`src/c2d_ram.sv`:
```
// Generic single-port-write, registered-read RAM.
module c2d_ram #(
  parameter int Width = 16,
  parameter int Depth = 256
) (
  input  logic                     clk,
  input  logic                     we,
  input  logic [$clog2(Depth)-1:0] waddr,
  input  logic [Width-1:0]         wdata,
  input  logic [$clog2(Depth)-1:0] raddr,
  output logic [Width-1:0]         rdata
);

  logic [Width-1:0] mem [Depth];

  always_ff @(posedge clk) begin
    if (we) begin
      mem[waddr] <= wdata;
    end
    rdata <= mem[raddr];
  end

endmodule

```
`config.mk`:
```
export PLATFORM = sky130hd
export DESIGN_NAME = c2d_ram
export DESIGN_NICKNAME = d
export VERILOG_FILES = /design/src/c2d_ram.sv
export SDC_FILE = /design/constraint.sdc
export NUM_CORES = 2
export LEC_CHECK = 0
export BUFFER_PORTS_ARGS = -buffer_cell sky130_fd_sc_hd__buf_2
export CORE_MARGIN = 10
export CORE_UTILIZATION = 47
export DETAILED_ROUTE_END_ITERATION = 6
export PLACE_DENSITY_LB_ADDON = 0.05
export SLEW_MARGIN = 30
export SYNTH_ARGS = -nofsm -noshare
export SYNTH_HDL_FRONTEND = slang
export SYNTH_SLANG_ARGS = --single-unit
```
`constraint.sdc`:
```
create_clock -name clk -period 5.07 [get_ports clk]
set_input_delay 1.014 -clock clk [delete_from_list [all_inputs] [get_ports clk]]
set_output_delay 1.014 -clock clk [all_outputs]
set_load 0.03 [all_outputs]
```
Word level (Yosys, flattened, before mapping)
Memories as Yosys holds them, arrays and structs flattened. A register that Yosys moved wholly into a read port is not among the register bits.
Cells that the tools add are included.
{"block": "classes", "mux": 2}
{"op": "2-to-1 mux 1 bit", "n": 2}
{"block": "totals", "regBits": 0, "ramBits": 4096, "input_bits": 34, "out_inout_bits": 16, "elab_cells": 3, "memories": 1}
{"memory": "mem", "words": 256, "word_bits": 16, "read_ports": 1, "rd_clocked_by_memory_dff": 1, "write_ports": 1, "line": "14", "text": "logic [Width-1:0] mem [Depth];"}

Depth between registers and ports, before layout
{"block": "depth", "depth_word": 2, "ltp_mapped": 12, "depth_no_buf": 6}

Worst setup path before layout
No wires, ideal clock.
{"block": "synth_path", "path_type": "in2reg", "from": "in waddr[3]", "to": "mem mem[235][0] (enable)", "setup_time_ns": 0.388, "t_arrival_ns": 2.791, "required_ns": 4.682, "slack_ns": 1.891, "stages": 6, "n_path_buf": 3, "path_cell_list": "clkbuf_1 nor2b_1 clkbuf_1 nand4_1 clkbuf_1 nor2_1"}
{"item": "start, declared", "line": "8", "text": "input logic [$clog2(Depth)-1:0] waddr,"}
{"item": "end, declared", "line": "14"}
Straight into the memory's write port.

==> metrics <==
DRC 0; GR Util All Layers 0.244; Setup WS pre-CTS 385 ps; Post-synth EDFFs 4096; RSZ-0062 raised after global routing false; Synth area leaders edfxtp_1 (77%), mux4_2 (11%), mux2i_1 (3.6%); core area 337000 µm²; Multi-input gate area 33200 µm²; Routed WL 450000 µm; largest family of logic cells by synthesized area multiplexers; clk slew on worst S/H paths 60 ps; Fmax 0.269 GHz; Worst setup endpoint rdata[12]; final hold violation count 0; R2R cell count 6; Reg area 123000 µm²; Synth Flop Type edfxtp_1; CTS resizes 0; die area 361000 µm²; fraction of the mapped netlist area in compound gates 0.0354; Max-cap violations 0; status finished clean; Die Ht 601 µm; Yosys top cell area share 0.775; layout cells sized above 1 0.277; Slowest cell on crit path nor2_1; VDD IR max 0.325 mV; setup_tns 0 ps; CP top delay family simple AND/OR/NAND/NOR gates; Critical Path End Type flop; CTS Hold Bufs 0; area grow syn2layout 14.5%; post-route cell area 182000 µm²; crit path max fanout 22; global route overflow 0; Initial Util 0.472; Synth Area in XOR/XNOR 0; Worst Path Required 5910 ps; CP Data Arrival Time 4560 ps; largest net degree at the start of global routing 132; FFs w/ async S/R, synth 0; adder-cell share of the synthesized area 0; Reg-to-Reg End rdata[0]; r2r setup slk 2110 ps; vias in the first global route 78700; post-DP HPWL 271000 µm; Crit Path Class input port to flop; synthesized net count 7394; syn_area_per_cell 21.6 µm²; # nets final 8006; first-pass GRT wire length 631000 µm; CP Cell Sequence buf_8 -> nor2_1 -> buf_4 -> a221oi_1 -> o21ai_0 -> nand4_1 -> or3_1 -> nor4_1; initial drt markers 8892; endpoints failing setup 0; setup repair bufs after CTS 0; IO Pins 50; Hold WC Path Type input port to flop; Critical Path Start Type input port; die width 601 µm; multiplexer share of the synthesized area 0.155; Simple-Gate Fraction of Synth Area 0.0157; vias post-DR 79200; placed cell area 168000 µm²; placed insts 12100; post-route setup slack 1350 ps; pwr dens 398 nW/µm²; CP startpoint raddr[1]; Num CTS Buffers 431; # fillers 25900; area leader, netlist edfxtp_1; WP depth 8; PortBufs 49; drt pass-1 iters 6; CTS root buf clkbuf_16; Vias/cell 6.16; wire per inst 35.0 µm; Power, Total 72400 µW; CTS max path bufs 4; routability cong. 0.859; Post-Syn Area 159000 µm²; Period minus WS final 3720 ps; P_leak 0.0580 µW; Tcrit/Tclk final 0.734; Pins Over Slew Limit 0; num rows 213; Synth cell types 52; initial antenna violation count 26; clk_skew 26.6 ps; post-synthesis sequential area ratio 0.777; worst slew pin tran 1070 ps; Clock Latency Late Sink 970 ps; number of synthesized register bits 4112; Post-Synthesis Cells 7360; Non-Filler Instances 12900; CTS tree yes; CP Buf/Inv Count 2; Antenna Nets Post-Route 0; TritonCTS Sinks 4112; delay of the slowest critical-path stage 820 ps; worst r2r src mem[2][0]; H-tree depth 5; Slew HR 0.284; Synth warnings 0
per-stage QoR:
step                      hold slack (ps)   util
after global placement               1030  0.499
after CTS                             383  0.540
final                                 447  0.540
after global routing                  415  0.540
after floorplan                       854      -
after detailed placement             1020  0.499
state kept, by name, indices dropped and copies added, names as in the netlist:
signal  cells
mem      4096
rdata      16
synth_stat cells (2+ instances only):
library cell,instances
a2111oi_0,6
a211oi_1,18
a21o_1,2
a21oi_1,175
a221oi_1,28
a22o_1,32
a22oi_1,43
a31oi_1,6
and3_1,11
and4_1,2
buf_1,27
buf_12,5
buf_2,76
buf_4,26
buf_6,77
buf_8,11
clkbuf_1,230
dfxtp_1,16
edfxtp_1,4096
inv_1,3
mux2_2,88
mux2i_1,565
mux4_2,797
nand2_1,38
nand2b_1,3
nand3_1,35
nand4_1,26
nand4b_1,3
nor2_1,304
nor2b_1,9
nor3_1,92
nor4_1,17
nor4bb_1,2
o21ai_0,37
o221ai_1,252
o22ai_1,148
o31ai_1,16
o32ai_1,20
or2_2,4
or3_1,2
worst min-delay path by stage:
stage,start,to,slack [ps],depth (start not counted)
final,wdata[15],mem[73][15],450,1
after CTS,wdata[15],mem[73][15],380,1
after floorplan,mem[232][1],rdata[1],850,6
after global placement,mem[218][13],rdata[13],1030,6
after detailed placement,mem[216][13],rdata[13],1020,6
after global routing,wdata[15],mem[72][15],420,1
where the power goes:
group | leakage [µW] | switching (µW) | total [µW] | internal [µW]
registers | 0.0369 | 65.7 | 37500 | 37500
clock network | 0.00682 | 13000 | 31100 | 18100
logic | 0.0142 | 2470 | 3720 | 1260
worst reg2reg max path: stages (launching register included):
cell      delay (ps)
edfxtp_1         360
mux4_2           480
mux2_2           290
a22oi_1          580
nand2_1          150
o32ai_1          780
nor4_1           170
layout make-up:
| cell class | instances | area share |
|---|---|---|
| inverter | 4 | 0.000151 |
| tap | 4515 | 0.0311 |
| clock inverter | 279 | 0.0138 |
| sequential | 4112 | 0.678 |
| timing repair buffer | 631 | 0.0315 |
| multi-input combinational | 2792 | 0.183 |
| clock buffer | 514 | 0.0624 |
| antenna | 11 | 0.000151 |
cell usage in the layout, fill, tap and decap left out, types with 84 or more instances in the layout:
cell type / n
mux2i_1: 565
o22ai_1: 148
mux4_2: 797
clkinv_2: 100
nor3_1: 84
edfxtp_1: 4096
nor2_1: 173
mux2_2: 88
clkbuf_16: 438
a21oi_1: 175
clkinv_1: 107
o221ai_1: 252
buf_4: 512
nor2_2: 130
per-layer routing:
metal / GRT usage / share of wire / wire, µm / vias to the layer above
li1: - / - / - / 32600
met1: 0.360 / 0.43 / 195000 / 43200
met2: 0.383 / 0.47 / 212000 / 2834
met3: 0.0426 / 0.071 / 31900 / 526
met4: 0.0555 / 0.025 / 11100 / 6
met5: 0 / 0.000093 / 42 / -
logic make-up after synthesis:
logic type | Yosys count
flops | 4112
simple gates | 556
compound gates | 786
buf+inv | 456
mux | 1450
Note: power is estimated with default switching activity, not from simulation.
